$ cat config.mk
export PLATFORM = sky130hd
export DESIGN_NAME = nr_ctrl
export DESIGN_NICKNAME = d
export VERILOG_FILES = /design/src/nr_pkg.sv /design/src/nr_ctrl.sv
export SDC_FILE = /design/constraint.sdc
export NUM_CORES = 1
export LEC_CHECK = 0
export ABC_AREA = 1
export ABC_CLOCK_PERIOD_IN_PS = 3600
export BUFFER_PORTS_ARGS = -buffer_cell sky130_fd_sc_hd__buf_2
export CAP_MARGIN = 20
export CELL_PAD_IN_SITES_DETAIL_PLACEMENT = 2
export CELL_PAD_IN_SITES_GLOBAL_PLACEMENT = 2
export CORE_MARGIN = 1.5
export CORE_UTILIZATION = 23
export DETAILED_ROUTE_END_ITERATION = 8
export PLACE_DENSITY_LB_ADDON = 0.1
export SLEW_MARGIN = 20
export SYNTH_ARGS = -nofsm -noshare
export SYNTH_HDL_FRONTEND = slang
export SYNTH_SLANG_ARGS = --single-unit
$ cat constraint.sdc
create_clock -name clk -period 3.6 [get_ports clk]
set_input_delay 0.72 -clock clk [delete_from_list [all_inputs] [get_ports clk]]
set_output_delay 0.72 -clock clk [all_outputs]
set_load 0.01 [all_outputs]
$ cat src/nr_pkg.sv
// ----------------------------------------------------------------------------
// nr_pkg
// Shared codes and controller/datapath interface types for the router.
// ----------------------------------------------------------------------------
package nr_pkg;

  localparam logic [2:0] REQ_ENABLE      = 3'd0;
  localparam logic [2:0] REQ_SUBSCRIBE   = 3'd1;
  localparam logic [2:0] REQ_UNSUBSCRIBE = 3'd2;
  localparam logic [2:0] REQ_RECEIVE     = 3'd3;
  localparam logic [2:0] REQ_PUB_SUBS    = 3'd4;
  localparam logic [2:0] REQ_PUB_ONE     = 3'd5;
  localparam logic [2:0] REQ_PUB_ALL     = 3'd6;

  localparam logic [2:0] ST_OK       = 3'd0;
  localparam logic [2:0] ST_NOTFOUND = 3'd1;
  localparam logic [2:0] ST_DUP      = 3'd2;
  localparam logic [2:0] ST_SUBFULL  = 3'd3;
  localparam logic [2:0] ST_RINGFULL = 3'd4;

  localparam logic [4:0] COUNT_CAP = 5'd16;

  typedef struct packed {
    logic       load;
    logic       idx_clr;
    logic       idx_inc;
    logic       sub_last;
    logic       sub_wr_new;
    logic       sub_wr_move;
    logic       ring_push;
    logic       ring_pop;
    logic       en_set;
    logic       match;
    logic       woke;
    logic       k_inc;
    logic       finish;
    logic [2:0] st;
  } cmd_t;

  typedef struct packed {
    logic [2:0] req;
    logic       c_valid;
    logic       cli_en;
    logic       sub_more;
    logic       sub_hit;
    logic       sub_room;
    logic       ring_more;
    logic       ring_hit;
    logic       ring_room;
    logic       ring_empty;
    logic       k_ok;
    logic       k_last;
    logic       flag_skip;
    logic       flag_full_ok;
    logic       out_free;
  } sts_t;

endpackage

$ cat src/nr_ctrl.sv
// ----------------------------------------------------------------------------
// nr_ctrl
// Request sequencer: walks table scans, ring scans and the publish client loop.
// ----------------------------------------------------------------------------
module nr_ctrl
  import nr_pkg::*;
(
  input  logic clk,
  input  logic rst,
  input  logic in_valid,
  output logic in_stall,
  input  sts_t sts,
  output cmd_t cmd
);

  typedef enum logic [3:0] {
    S_IDLE, S_DISPATCH, S_SUB_RD, S_SUB_CMP, S_UNS_RD, S_UNS_WR, S_RECV_RD, S_RECV,
    S_PUB_CHK, S_DELIVER, S_RING_RD, S_RING_CMP, S_PUSH, S_PUB_NEXT, S_DONE
  } state_t;

  state_t     state, state_next;
  logic [2:0] st_code, st_code_next;
  logic       is_subs;

  assign in_stall = (state != S_IDLE);
  assign is_subs  = (sts.req == REQ_PUB_SUBS);

  always_comb begin
    cmd          = '0;
    cmd.st       = st_code;
    state_next   = state;
    st_code_next = st_code;
    case (state)
      S_IDLE: begin
        if (in_valid) begin
          cmd.load   = 1'b1;
          state_next = S_DISPATCH;
        end
      end
      S_DISPATCH: begin
        state_next   = S_DONE;
        st_code_next = ST_NOTFOUND;
        case (sts.req)
          REQ_ENABLE: begin
            if (sts.c_valid) begin
              cmd.en_set   = 1'b1;
              st_code_next = ST_OK;
            end
          end
          REQ_SUBSCRIBE, REQ_UNSUBSCRIBE: begin
            if (sts.cli_en) state_next = S_SUB_RD;
          end
          REQ_RECEIVE: begin
            if (sts.cli_en && !sts.ring_empty) state_next = S_RECV_RD;
          end
          REQ_PUB_SUBS, REQ_PUB_ALL: begin
            state_next = S_PUB_CHK;
          end
          REQ_PUB_ONE: begin
            if (sts.cli_en) state_next = S_PUB_CHK;
          end
          default: begin
            state_next = S_DONE;
          end
        endcase
      end
      S_SUB_RD: begin
        if (sts.sub_more) begin
          state_next = S_SUB_CMP;
        end else begin
          case (sts.req)
            REQ_SUBSCRIBE: begin
              state_next = S_DONE;
              if (sts.sub_room) begin
                cmd.sub_wr_new = 1'b1;
                st_code_next   = ST_OK;
              end else begin
                st_code_next = ST_SUBFULL;
              end
            end
            REQ_UNSUBSCRIBE: begin
              state_next   = S_DONE;
              st_code_next = ST_NOTFOUND;
            end
            default: begin
              state_next = S_PUB_NEXT;
            end
          endcase
        end
      end
      S_SUB_CMP: begin
        if (sts.sub_hit) begin
          case (sts.req)
            REQ_SUBSCRIBE: begin
              state_next   = S_DONE;
              st_code_next = ST_DUP;
            end
            REQ_UNSUBSCRIBE: begin
              state_next = S_UNS_RD;
            end
            default: begin
              state_next = S_DELIVER;
            end
          endcase
        end else begin
          cmd.idx_inc = 1'b1;
          state_next  = S_SUB_RD;
        end
      end
      S_UNS_RD: begin
        // fetch the last entry so it can fill the hole
        cmd.sub_last = 1'b1;
        state_next   = S_UNS_WR;
      end
      S_UNS_WR: begin
        cmd.sub_wr_move = 1'b1;
        st_code_next    = ST_OK;
        state_next      = S_DONE;
      end
      S_RECV_RD: begin
        state_next = S_RECV;
      end
      S_RECV: begin
        cmd.ring_pop = 1'b1;
        st_code_next = ST_OK;
        state_next   = S_DONE;
      end
      S_PUB_CHK: begin
        cmd.idx_clr = 1'b1;
        if (!sts.k_ok) begin
          state_next = S_PUB_NEXT;
        end else if (is_subs) begin
          state_next = S_SUB_RD;
        end else begin
          state_next = S_DELIVER;
        end
      end
      S_DELIVER: begin
        cmd.idx_clr = 1'b1;
        if (is_subs && sts.flag_skip) begin
          state_next = S_RING_RD;
        end else begin
          state_next = S_PUSH;
        end
      end
      S_RING_RD: begin
        state_next = sts.ring_more ? S_RING_CMP : S_PUSH;
      end
      S_RING_CMP: begin
        if (sts.ring_hit) begin
          // already pending: success without a new entry
          cmd.match  = 1'b1;
          state_next = S_PUB_NEXT;
        end else begin
          cmd.idx_inc = 1'b1;
          state_next  = S_RING_RD;
        end
      end
      S_PUSH: begin
        if (sts.ring_room) begin
          cmd.ring_push = 1'b1;
          cmd.match     = 1'b1;
          cmd.woke      = 1'b1;
          state_next    = S_PUB_NEXT;
        end else if (is_subs && sts.flag_full_ok) begin
          cmd.match  = 1'b1;
          state_next = S_PUB_NEXT;
        end else begin
          st_code_next = ST_RINGFULL;
          state_next   = S_DONE;
        end
      end
      S_PUB_NEXT: begin
        if (sts.k_last) begin
          st_code_next = ST_OK;
          state_next   = S_DONE;
        end else begin
          cmd.k_inc  = 1'b1;
          state_next = S_PUB_CHK;
        end
      end
      S_DONE: begin
        if (sts.out_free) begin
          cmd.finish = 1'b1;
          state_next = S_IDLE;
        end
      end
      default: begin
        state_next = S_IDLE;
      end
    endcase
  end

  always_ff @(posedge clk) begin
    if (rst) begin
      state   <= S_IDLE;
      st_code <= ST_OK;
    end else begin
      state   <= state_next;
      st_code <= st_code_next;
    end
  end

endmodule

# Word-level counts from Yosys, hierarchy flattened
# Cells that the tools add are included.
[totals] in_bits=20 latchBits=0 ram_bits=0 elab_cells=101 ff_bits=7 n_memories=0 rom_bits=0
[classes] mul=0 add_sub_neg=0 div_mod_pow=0 eq_ne=29 bitwise=0 muxes=56 reduce_logical=14 order_cmp=0 n_shift=0
[op_table] op="$pmux 4 s14" count=1
[op_table] op="$mux 4" count=9
[op_table] op="$mux 3" count=11
[op_table] op="$eq 4x4->1 const B" count=7
[op_table] op="$mux 1" count=26
[op_table] op="$pmux 3 s6" count=1
[op_table] op="$eq 4x3->1 const B" count=4
[op_table] op="$pmux 4 s4" count=1
[op_table] op="$ne 2x2->1 const B" count=7
[op_table] op="$eq 3x3->1 const B" count=3
[op_table] op="$eq 4x2->1 const B" count=2
[op_table] op="$pmux 4 s2" count=1
[op_table] op="$reduce_and 8->1" count=1
[op_table] op="$reduce_or 2->1" count=4
[op_table] op="$eq 3x2->1 const B" count=2
[op_table] op="$mux 2" count=3
[op_table] op="$pmux 3 s2" count=1
[op_table] op="$reduce_bool 6->1" count=1
[op_table] op="$eq 4x1->1 const B" count=1
[op_table] op="$logic_not 4->1" count=1
[op_table] op="$pmux 1 s2" count=2
[op_table] op="$reduce_bool 4->1" count=1
[op_table] op="$eq 3x1->1 const B" count=1
[op_table] op="$logic_and 1x1->1" count=3
[op_table] op="other kinds (5)" count=5

# Logic depth before layout (Yosys ltp)
# Gate-level depths: netlist of the first run.
[logic_depth] word_depth=5 mapped_depth=11

# Worst setup path after synthesis of the first run
# No wires, ideal clock.
[synth_path] path_kind="input-to-output" from="in sts[16] (netlist name)" to="out cmd[11] (netlist name)" slack_ns=1.525 stages=4 arrival_ns=1.355 n_path_buf=1 t_required_ns=2.880 path_cell_list="buf_2 > inv_1 > nand3_1 > nor3_1"
[synth_rtl] item="from (decl)" line="nr_ctrl.sv:12" text="input sts_t sts,"
[synth_rtl] item="to (decl)" line="nr_ctrl.sv:13" text="output cmd_t cmd"

==> out/summary.md, run 1 <==
Power
- 0.719 mW — power after layout
- 0.000172 V — maximum VDD drop
- 613 nW/um^2 — P per Cell Area
- 0.721 nW — Leakage Power

Synth
- 0 — post-synthesis async set-or-reset flop share
- 5.03 um^2 — per-instance average area after synthesis
- sky130_fd_sc_hd__nand2_1 — Yosys top cell by area
- 0 — yosys synthesis warning count
- 7 — number of flip-flops and latches in the synthesized netlist
- 179 — post-synthesis instance total
- sky130_fd_sc_hd__dfxtp_1 — prevailing post-synth register cell
- 0 — Synth Area in Adders
- 901 um^2 — netlist area before placement
- 0.171 — fraction of post-synthesis cell area in the top cell type by area
- sky130_fd_sc_hd__nand2_1 (41), sky130_fd_sc_hd__nor2_1 (37), sky130_fd_sc_hd__inv_1 (30), sky130_fd_sc_hd__nand3_1 (25), sky130_fd_sc_hd__dfxtp_1 (7) — most common library cells after synthesis
- 0.156 — share of synthesized area occupied by flip-flops and latches
- sky130_fd_sc_hd__nand2_1 — most used standard cell by instance count after synthesis
- 22 — distinct cell type count after synthesis
- 0.608 — post-synthesis simple-gate area fraction
- 0 — share of synthesized area spent on multiplexers
- 0.0806 — post-synthesis compound-gate area fraction
- sky130_fd_sc_hd__nand2_1 (17%), sky130_fd_sc_hd__dfxtp_1 (16%), sky130_fd_sc_hd__nor2_1 (15%) — synth top area cells
- simple AND/OR/NAND/NOR gates — dominant combinational cell family by area after synthesis
- 0 — number of flops mapped to enable cells by yosys
- 199 — Syn Nets
- 0 — xor and xnor fraction of the mapped netlist area

Global route
- 9 — maximum number of pins on one net before global-route repair
- 6310 um — wire length of the first global-routing pass
- 0 — initial antenna violation count
- 1339 — vias in the first global route
- 0.189 — all-layer global routing usage
- 0 — total gr overflow

Setup path
- output pin — Critical Path End Type
- reg2out — classification of the worst setup path
- state[2] — critical register-to-register path startpoint
- 1.68 ns — Crit path arrival time
- flop — sort of element at the start of the critical path
- 6 — largest fanout of any net on the critical path
- 2.88 ns — Critical Path RT
- sky130_fd_sc_hd__nor2_1 — cell with the largest stage delay on the worst path
- 0.44 ns — Max stage delay on crit path
- state[2] — CP startpoint
- nor2_1 > nand2_2 > inv_2 > nand2_1 > nor3_1 > buf_2 — crit-path cells

Clock tree
- 0 — post-CTS repair timing setup buffer count
- 0.23 ns — clock insertion delay at the later pin of the skew report
- 0 — count of hold-fix buffers inserted at cts
- 0.04 ns — clock-pin slew on the worst setup and hold paths
- 7 — # clock sinks
- 3 — CTS Buf Count
- 1 — number of H-tree branching levels
- 2 — clk buf depth
- sky130_fd_sc_hd__clkbuf_8 — Root Driver
- 0 — Resize count post-CTS
- yes — CTS tree

Layout
- 0.240 — layout cell share with drive strength beyond 1
- 238 — net count reported at finish
- 0.316 — Final Core Density
- 0 — number of antenna repair diodes
- 30.3% — post-synthesis to final-layout area growth

Min path
- st_code[2] — beginning of the worst hold path
- reg2reg — path class of the lowest-slack min-delay path

Floorplan
- 22 — standard-cell rows
- 3720 um^2 — floorplan core area
- 65.6 um — die width
- 0.242 — Initial Utilization
- 4300 um^2 — die area
- 65.6 um — die span in y
- 37 — Boundary Pins

Drt
- 0 — count of nets left with antenna violations after detail routing
- 51 — Iter 0 DRT Violations
- 4.71 — post-DR vias/cell
- 1247 — via count
- 0 — post-detailed-route DRC marker count
- 4 — drt pass-1 iters
- 13.5 um — Routed WL per cell
- 3580 um — Routed WL

Timing
- 0.475 ns — final-layout worst hold slack
- 0 — final number of setup-violating endpoints
- 0 — final number of max-transition violations
- 0.668 — Final Cycle Share
- 0.416 GHz — achievable frequency
- 0.647 — Slew HR
- 2.40 ns — minimum period implied by the final worst setup slack
- 0 — final hold violation count
- 0.00135 ns — worst clock skew on the final layout
- no — RSZ-0062 raised after global routing
- 0.528 ns — slew at the pin closest to its max-slew limit
- 0 ns — Setup TNS

Placement
- 36 — number of buffers inserted by port buffering
- 0.873 — final weighted congestion in routability-driven placement
- 3150 um — Detail Placement HPWL

Run status
- complete, no violations — run status

Run
- 0 — reported max-cap violation count

==> worst max-delay path, delay by kind of cell, from the launching register on <==
kind	cells	cell delay [ns]
buffers and inverters	2	0.27
and+or+nand+nor	4	0.83
DFF	1	0.35
==> power by group <==
group	leakage [nW]	switching (mW)	total, mW	internal, mW
Clock	0.0228	0.0347	0.111	0.0767
Sequential	0.0577	0.0377	0.143	0.105
Combinational	0.641	0.313	0.465	0.153
Total	0.721	0.385	0.719	0.334
==> worst paths after layout <==
kind,to,depth (start not counted),slack (ns)
max reg2reg,st_code[1],8,1.94
max,cmd[11],6,1.20
min,st_code[2],2,0.47
min reg2reg,st_code[2],2,0.47
==> sequential cells by signal, summed over array words and instances (netlist names) <==
signal / count
state: 4
st_code: 3
==> final cells by class <==
class | count | area, um^2
fill | 528 | 2540
clock buffer | 4 | 45.0
inverter | 34 | 128
tap | 48 | 60.1
sequential | 7 | 140
timing repair buffer | 36 | 180
multi-input combinational | 136 | 621
==> layer usage <==
layer  GRT usage  vias up  share of wire
li1            -      641              -
met1       0.247      571           0.48
met2       0.334       33           0.47
met3      0.0342        2          0.042
met4      0.0182        0         0.0064
met5           0        -              0
==> stage by stage <==
stage	instance area, um^2	worst slack, ns	cells
after floorplan	901	1.52	179
after global placement	1130	1.25	261
after detailed placement	1130	1.22	261
after CTS	1170	1.18	265
after global routing	1170	1.05	265
final	1170	1.20	265
==> placed cells by master (no fill, tap or decap), types with 4 or more instances in the layout <==
| master | count |
|---|---|
| sky130_fd_sc_hd__nor3_1 | 5 |
| sky130_fd_sc_hd__a21oi_1 | 4 |
| sky130_fd_sc_hd__nor2_1 | 37 |
| sky130_fd_sc_hd__inv_1 | 30 |
| sky130_fd_sc_hd__o21ai_0 | 6 |
| sky130_fd_sc_hd__nand2_1 | 41 |
| sky130_fd_sc_hd__nand2_2 | 5 |
| sky130_fd_sc_hd__dfxtp_1 | 7 |
| sky130_fd_sc_hd__buf_2 | 36 |
| sky130_fd_sc_hd__nand3_1 | 25 |
==> kinds of logic after synthesis <==
| kind of cell | count (synthesis) |
|---|---|
| and+or+nand+nor | 123 |
| buffers and inverters | 36 |
| AOI/OAI and AO/OA | 13 |
| DFF | 7 |
Note: power is estimated with default switching activity, not from simulation.
==> run 2, diff against run 1 <==
--- a/config.mk
+++ b/config.mk
@@ -5,14 +5,14 @@
 export SDC_FILE = /design/constraint.sdc
 export NUM_CORES = 1
 export LEC_CHECK = 0
-export ABC_AREA = 1
-export ABC_CLOCK_PERIOD_IN_PS = 3600
+export ABC_AREA = 0
+export ABC_CLOCK_PERIOD_IN_PS = 2100
 export BUFFER_PORTS_ARGS = -buffer_cell sky130_fd_sc_hd__buf_2
 export CAP_MARGIN = 20
 export CELL_PAD_IN_SITES_DETAIL_PLACEMENT = 2
 export CELL_PAD_IN_SITES_GLOBAL_PLACEMENT = 2
 export CORE_MARGIN = 1.5
-export CORE_UTILIZATION = 23
+export CORE_UTILIZATION = 22
 export DETAILED_ROUTE_END_ITERATION = 8
 export PLACE_DENSITY_LB_ADDON = 0.1
 export SLEW_MARGIN = 20
==> constraint.sdc (replaced) <==
create_clock -name clk -period 2.1 [get_ports clk]
set_input_delay 0.42 -clock clk [delete_from_list [all_inputs] [get_ports clk]]
set_output_delay 0.42 -clock clk [all_outputs]
set_load 0.01 [all_outputs]
==> out/summary.md, run 2 <==
Floorplan
- 23 — standard-cell rows, +4.5%
- 4000 um^2 — floorplan core area, +7.6%
- 67.6 um — die width, +3.0%
- 67.6 um — die span in y, +3.0%
- 37 — Boundary Pins, unchanged
- 0.229 — Initial Utilization, -0.0131
- 4570 um^2 — die area, +6.1%

Global route
- 6590 um — wire length of the first global-routing pass, +4.4%
- 0 — initial antenna violation count, unchanged
- 22 — maximum number of pins on one net before global-route repair, +13
- 0.197 — all-layer global routing usage, +0.00779
- 0 — total gr overflow, unchanged
- 1253 — vias in the first global route, -6.4%

Drt
- 4170 um — Routed WL, +16%
- 0 — count of nets left with antenna violations after detail routing, unchanged
- 1202 — via count, -3.6%
- 84 — Iter 0 DRT Violations, +65%
- 18.7 um — Routed WL per cell, +38%
- 5.39 — post-DR vias/cell, +15%
- 0 — post-detailed-route DRC marker count, unchanged
- 4 — drt pass-1 iters, unchanged

Clock tree
- sky130_fd_sc_hd__clkbuf_8 — Root Driver
- 0.23 ns — clock insertion delay at the later pin of the skew report, about the same
- 7 — # clock sinks, unchanged
- 1 — number of H-tree branching levels, unchanged
- 2 — clk buf depth, unchanged
- 3 — CTS Buf Count, unchanged
- 0 — post-CTS repair timing setup buffer count, unchanged
- yes — CTS tree
- 0.04 ns — clock-pin slew on the worst setup and hold paths, about the same

Power
- 1.62 mW — power after layout, +130%
- 0.504 nW — Leakage Power, -30%
- 0.000327 V — maximum VDD drop, +91%
- 1320 nW/um^2 — P per Cell Area, +110%

Setup path
- sky130_fd_sc_hd__or4b_4 — cell with the largest stage delay on the worst path
- flop — sort of element at the start of the critical path
- 1.68 ns — Critical Path RT, -1.20 ns
- 0.56 ns — Max stage delay on crit path, +0.12 ns
- output pin — Critical Path End Type
- or4b_4 > nor3_1 > buf_2 — crit-path cells
- 7 — largest fanout of any net on the critical path, +1
- 1 — buffers plus inverters on the worst setup path, -1
- 1.58 ns — Crit path arrival time, -0.10 ns
- simple AND/OR/NAND/NOR gates — cell class contributing the biggest share of worst-path delay
- reg2out — classification of the worst setup path

Layout
- 1230 um^2 — post-route cell area, +5.2%
- 0 — number of antenna repair diodes, unchanged
- state x4, st_code x3 — largest registers
- sky130_fd_sc_hd__buf_2 (36), sky130_fd_sc_hd__nor2_1 (14), sky130_fd_sc_hd__nand2_1 (13) — most used cells in the layout excluding fill and tap cells
- 4 — max reg flops, unchanged
- 0.324 — layout cell share with drive strength beyond 1, +0.0841
- 500 — fill cell instance count of the final layout, -5.3%
- sky130_fd_sc_hd__buf_2 — most frequent standard cell in the layout excluding fill and tap cells
- 34.7% — post-synthesis to final-layout area growth
- 194 — net count reported at finish, -18%
- 223 — final std cells w/o fill, -16%
- state — Most flops, register

Placement
- 0.101 ns — Place WS, -1.12 ns
- 3410 um — Detail Placement HPWL, +8.5%
- 36 — number of buffers inserted by port buffering, unchanged
- 1180 um^2 — cell area after placement, +4.2%
- 219 — total placed cells including tap cells, -16%
- 0.839 — final weighted congestion in routability-driven placement, -3.9%

Min path
- reg2reg — path class of the lowest-slack min-delay path

Timing
- 0.434 ns — slew at the pin closest to its max-slew limit, -0.0932 ns
- 0 — final number of setup-violating endpoints, unchanged
- 0.710 — Slew HR, +0.0625
- 0.952 — Final Cycle Share
- 0.00132 ns — worst clock skew on the final layout, -0.0000287 ns
- 0 — final number of max-transition violations, unchanged
- 0.100 ns — final worst slack, -1.10 ns
- 2.00 ns — minimum period implied by the final worst setup slack
- 0.500 GHz — achievable frequency
- no — RSZ-0062 raised after global routing
- 0 ns — Setup TNS, unchanged
- 0 — final hold violation count, unchanged

Synth
- 0 — yosys synthesis warning count, unchanged
- 135 — post-synthesis instance total, -25%
- 0.153 — fraction of post-synthesis cell area in the top cell type by area, -0.0180
- 7 — number of flip-flops and latches in the synthesized netlist, unchanged
- sky130_fd_sc_hd__nor2_1 (15), sky130_fd_sc_hd__nand2_1 (13), sky130_fd_sc_hd__a21oi_1 (8) — most common library cells after synthesis
- 0 — post-synthesis async set-or-reset flop share, unchanged
- 46 — distinct cell type count after synthesis, +110%
- 155 — Syn Nets, -22%
- 0.153 — share of synthesized area occupied by flip-flops and latches, -0.00276
- sky130_fd_sc_hd__dfxtp_1 — prevailing post-synth register cell
- sky130_fd_sc_hd__dfxtp_1 (15%), sky130_fd_sc_hd__nor2_1 (6.1%), sky130_fd_sc_hd__nand2_1 (5.3%) — synth top area cells
- sky130_fd_sc_hd__nor2_1 — most used standard cell by instance count after synthesis
- 917 um^2 — netlist area before placement, +1.8%
- 0 — number of flops mapped to enable cells by yosys, unchanged
- sky130_fd_sc_hd__dfxtp_1 — Yosys top cell by area
- 6.79 um^2 — per-instance average area after synthesis, +35%

Run status
- complete, no violations — run status

Run
- 0 — reported max-cap violation count, unchanged

-- run 2: changes by cell type in the layout (fill, tap and decap cells not counted), moves of 4 or more --
| cell | previous run | this run |
|---|---|---|
| sky130_fd_sc_hd__inv_1 | 30 | 4 |
| sky130_fd_sc_hd__nor2_1 | 37 | 14 |
| sky130_fd_sc_hd__nor2b_1 | 0 | 5 |
| sky130_fd_sc_hd__buf_4 | 0 | 7 |
| sky130_fd_sc_hd__nand2b_1 | 0 | 7 |
| sky130_fd_sc_hd__a21oi_1 | 4 | 8 |
| sky130_fd_sc_hd__nand2_1 | 41 | 13 |
| sky130_fd_sc_hd__nor3b_1 | 0 | 4 |
| sky130_fd_sc_hd__nand3_1 | 25 | 5 |
| sky130_fd_sc_hd__nand2_2 | 5 | 0 |
-- run 2: stage by stage --
stage / hold slack [ns] / utilization
after global placement: 0.457 / 0.294
after CTS: 0.482 / 0.305
after floorplan: 0.484 / -
after detailed placement: 0.466 / 0.294
after global routing: 0.506 / 0.309
final: 0.473 / 0.309
-- run 2: per-layer routing --
| layer | share of wire | global-route usage | vias up |
|---|---|---|---|
| met2 | 0.49 | 0.332 | 31 |
| met5 | 0 | 0 | - |
| met3 | 0.034 | 0.0350 | 2 |
| met1 | 0.47 | 0.265 | 590 |
| li1 | - | - | 579 |
| met4 | 0.0067 | 0.0281 | 0 |
-- run 2: cell type report --
cell class	instances	area, um^2	share of cell area
multi-input combinational	114	719	0.583
timing repair buffer	44	253	0.205
sequential	7	140	0.113
tap	50	62.6	0.0507
clock buffer	4	45.0	0.0365
inverter	4	15.0	0.0122
-- run 2: cell families after synthesis --
family	Yosys count	share of synthesized area
and+or+nand+nor	77	0.487
buffers and inverters	14	0.0777
xor gates and xnor gates	1	0.00955
DFF	7	0.153
AOI/OAI and AO/OA	36	0.273
-- run 2: final timing paths --
kind              startpoint  cells after the start    endpoint  slack (ns)
setup / recovery    state[1]                      3     cmd[11]        0.10
hold / removal    st_code[2]                      2  st_code[2]        0.47
setup reg to reg    state[0]                      6  st_code[1]        0.26
hold reg to reg   st_code[2]                      2  st_code[2]        0.47
-- run 2: timing repair --
action | CTS | global route
endpoints found under the setup margin | 0 | 2
hold buffers | 0 | 0
gates resized for setup | 0 | 3
-- run 2: report_power, final --
part	switching, mW	internal, mW	total (mW)
sequential	0.0867	0.184	0.271
clock	0.0602	0.132	0.192
combinational	0.681	0.481	1.16
-- run 2: tightest hold or removal path, stage by stage (launching register included) --
cell	delay, ns
sky130_fd_sc_hd__dfxtp_1	0.30
sky130_fd_sc_hd__nand2b_1	0.07
sky130_fd_sc_hd__a21oi_1	0.06
==> run 3, diff against run 2 <==
--- a/config.mk
+++ b/config.mk
@@ -9,12 +9,13 @@
 export ABC_CLOCK_PERIOD_IN_PS = 2100
 export BUFFER_PORTS_ARGS = -buffer_cell sky130_fd_sc_hd__buf_2
 export CAP_MARGIN = 20
-export CELL_PAD_IN_SITES_DETAIL_PLACEMENT = 2
-export CELL_PAD_IN_SITES_GLOBAL_PLACEMENT = 2
+export CELL_PAD_IN_SITES_DETAIL_PLACEMENT = 0
+export CELL_PAD_IN_SITES_GLOBAL_PLACEMENT = 1
 export CORE_MARGIN = 1.5
-export CORE_UTILIZATION = 22
+export CORE_UTILIZATION = 29
 export DETAILED_ROUTE_END_ITERATION = 8
 export PLACE_DENSITY_LB_ADDON = 0.1
+export RECOVER_POWER = 25
 export SLEW_MARGIN = 20
 export SYNTH_ARGS = -nofsm -noshare
 export SYNTH_HDL_FRONTEND = slang
==> out/summary.md, run 3 (synthesized netlist as in run 2, its figures left out) <==
Drt
- 3350 um — Routed WL, -20%
- 0 — post-detailed-route DRC marker count, unchanged
- 36 — Iter 0 DRT Violations, -57%
- 5.38 — post-DR vias/cell, -0.26%
- 15.3 um — Routed WL per cell, -18%
- 5 — drt pass-1 iters, +1
- 1172 — via count, -2.5%
- 0 — count of nets left with antenna violations after detail routing, unchanged

Layout
- 218 — final std cells w/o fill, -2.2%
- 339 — fill cell instance count of the final layout, -32%
- 711 um^2 — area occupied by multi-input gates, -1.2%
- 0.310 — layout cell share with drive strength beyond 1, -0.0134
- sky130_fd_sc_hd__buf_2 — most frequent standard cell in the layout excluding fill and tap cells
- 0 — number of antenna repair diodes, unchanged
- 29.9% — post-synthesis to final-layout area growth
- sky130_fd_sc_hd__buf_2 (33), sky130_fd_sc_hd__nor2_1 (15), sky130_fd_sc_hd__nand2_1 (13) — most used cells in the layout excluding fill and tap cells
- state — Most flops, register
- 195 — net count reported at finish, +0.52%
- 143 um^2 — footprint of the flip-flops and latches, +1.8%
- 4 — max reg flops, unchanged
- 1190 um^2 — post-route cell area, -3.5%
- state x4, st_code x3 — largest registers

Timing
- no — RSZ-0062 raised after global routing
- 0.122 ns — final worst slack, +0.0221 ns
- 0 ns — Setup TNS, unchanged
- 0.480 ns — slew at the pin closest to its max-slew limit, +0.0460 ns
- 0.0130 ns — worst clock skew on the final layout, +0.0117 ns
- 0.679 — Slew HR, -0.0309
- 0 — final hold violation count, unchanged
- 0 — final number of max-transition violations, unchanged
- 1.98 ns — minimum period implied by the final worst setup slack, -0.0221 ns
- 0.942 — Final Cycle Share, -0.0105
- 0 — final number of setup-violating endpoints, unchanged
- 0.506 GHz — achievable frequency, +1.1%

Placement
- 2700 um — Detail Placement HPWL, -21%
- 36 — number of buffers inserted by port buffering, unchanged
- 0.884 — final weighted congestion in routability-driven placement, +5.3%
- 0.229 ns — Place WS, +0.128 ns
- 1160 um^2 — cell area after placement, -1.1%
- 214 — total placed cells including tap cells, -2.3%

Clock tree
- sky130_fd_sc_hd__clkbuf_4 — Root Driver
- 0 — count of hold-fix buffers inserted at cts, unchanged
- 1 — number of H-tree branching levels, unchanged
- 0.26 ns — clock insertion delay at the later pin of the skew report, +0.03 ns
- 7 — # clock sinks, unchanged
- 2 — clk buf depth, unchanged
- 0.06 ns — clock-pin slew on the worst setup and hold paths, +0.02 ns
- yes — CTS tree
- 3 — CTS Buf Count, unchanged

Run status
- complete, no violations — run status

Global route
- 0 — total gr overflow, unchanged
- 20 — maximum number of pins on one net before global-route repair, -9.1%
- 1079 — vias in the first global route, -14%
- 0 — initial antenna violation count, unchanged
- 5420 um — wire length of the first global-routing pass, -18%
- 0.206 — all-layer global routing usage, +0.00883

Floorplan
- 3510 um^2 — die area, -23%
- 37 — Boundary Pins, unchanged
- 3030 um^2 — floorplan core area, -24%
- 59.2 um — die width, -12%
- 20 — standard-cell rows, -13%
- 0.303 — Initial Utilization, +0.0736
- 59.2 um — die span in y, -12%

Power
- 0.736 — Comb power frac, +0.021
- 1250 nW/um^2 — P per Cell Area, -4.8%
- 0.081 — clock group share of total power, -0.037
- 0.714 mW — internal power of the cells, -10%
- 1.49 mW — power after layout, -8.1%
- 0.000415 V — maximum VDD drop, +27%
- 0.485 nW — Leakage Power, -3.9%
- 0.183 — sequential fraction of design power, +0.016
- 0.778 mW — net switching power of the design, -6.0%
- 0.522 — switching part of the total, +0.0120

Setup path
- 1.68 ns — Critical Path RT, about the same
- reg2out — classification of the worst setup path
- 11 — largest fanout of any net on the critical path, +4
- flop — sort of element at the start of the critical path
- output pin — Critical Path End Type
- 1.56 ns — Crit path arrival time, -0.02 ns

Min path
- in2reg — path class of the lowest-slack min-delay path

Run
- 0 — reported max-cap violation count, unchanged

[run 3: stage by stage]
step	utilization	hold WS (ns)
floorplan	-	0.484
global placement	0.384	0.456
detailed placement	0.384	0.463
CTS	0.395	0.444
global route	0.393	0.445
finish	0.393	0.438
[run 3: final cells by class]
| type | instances | share of cell area |
|---|---|---|
| Clock buffer | 3 | 0.0189 |
| Multi-Input combinational cell | 114 | 0.597 |
| Timing Repair Buffer | 45 | 0.202 |
| Inverter | 4 | 0.0126 |
| Sequential cell | 7 | 0.120 |
| Tap cell | 44 | 0.0462 |
| Clock inverter | 1 | 0.00420 |
[run 3: what timing repair did]
action,in CTS,in global routing
setup endpoints to repair,1,1
endpoints found under the hold margin,0,0
resized for setup,1,2
setup buffers,0,0
[run 3: routing by layer]
layer	GRT usage	vias up	part of all wire
li1	-	588	-
met1	0.292	538	0.47
met2	0.312	44	0.47
met3	0.0480	2	0.048
met4	0.0487	0	0.0042
met5	0	-	0
[run 3: power groups by stage]
stage / logic (mW) / clock network (mW) / registers [mW]
floorplan: 0.770 / 0 / 0.237
global placement: 1.11 / 0 / 0.271
detailed placement: 1.10 / 0 / 0.271
CTS: 1.10 / 0.127 / 0.266
global route: 1.20 / 0.139 / 0.282
finish: 1.10 / 0.121 / 0.273
[run 3: worst paths after layout]
path	depth (start not counted)	slack [ns]	endpoint	from
setup / recovery	3	0.12	cmd[11]	state[2]
hold / removal	2	0.44	state[1]	rst
setup reg to reg	6	0.32	st_code[1]	state[0]
hold reg to reg	2	0.47	st_code[2]	st_code[2]
[run 3: worst max-delay path, cell delays in order (launching register included)]
cell                      delay (ns)
sky130_fd_sc_hd__dfxtp_2        0.38
sky130_fd_sc_hd__or4b_4         0.60
sky130_fd_sc_hd__nor3_1         0.18
sky130_fd_sc_hd__buf_2          0.15
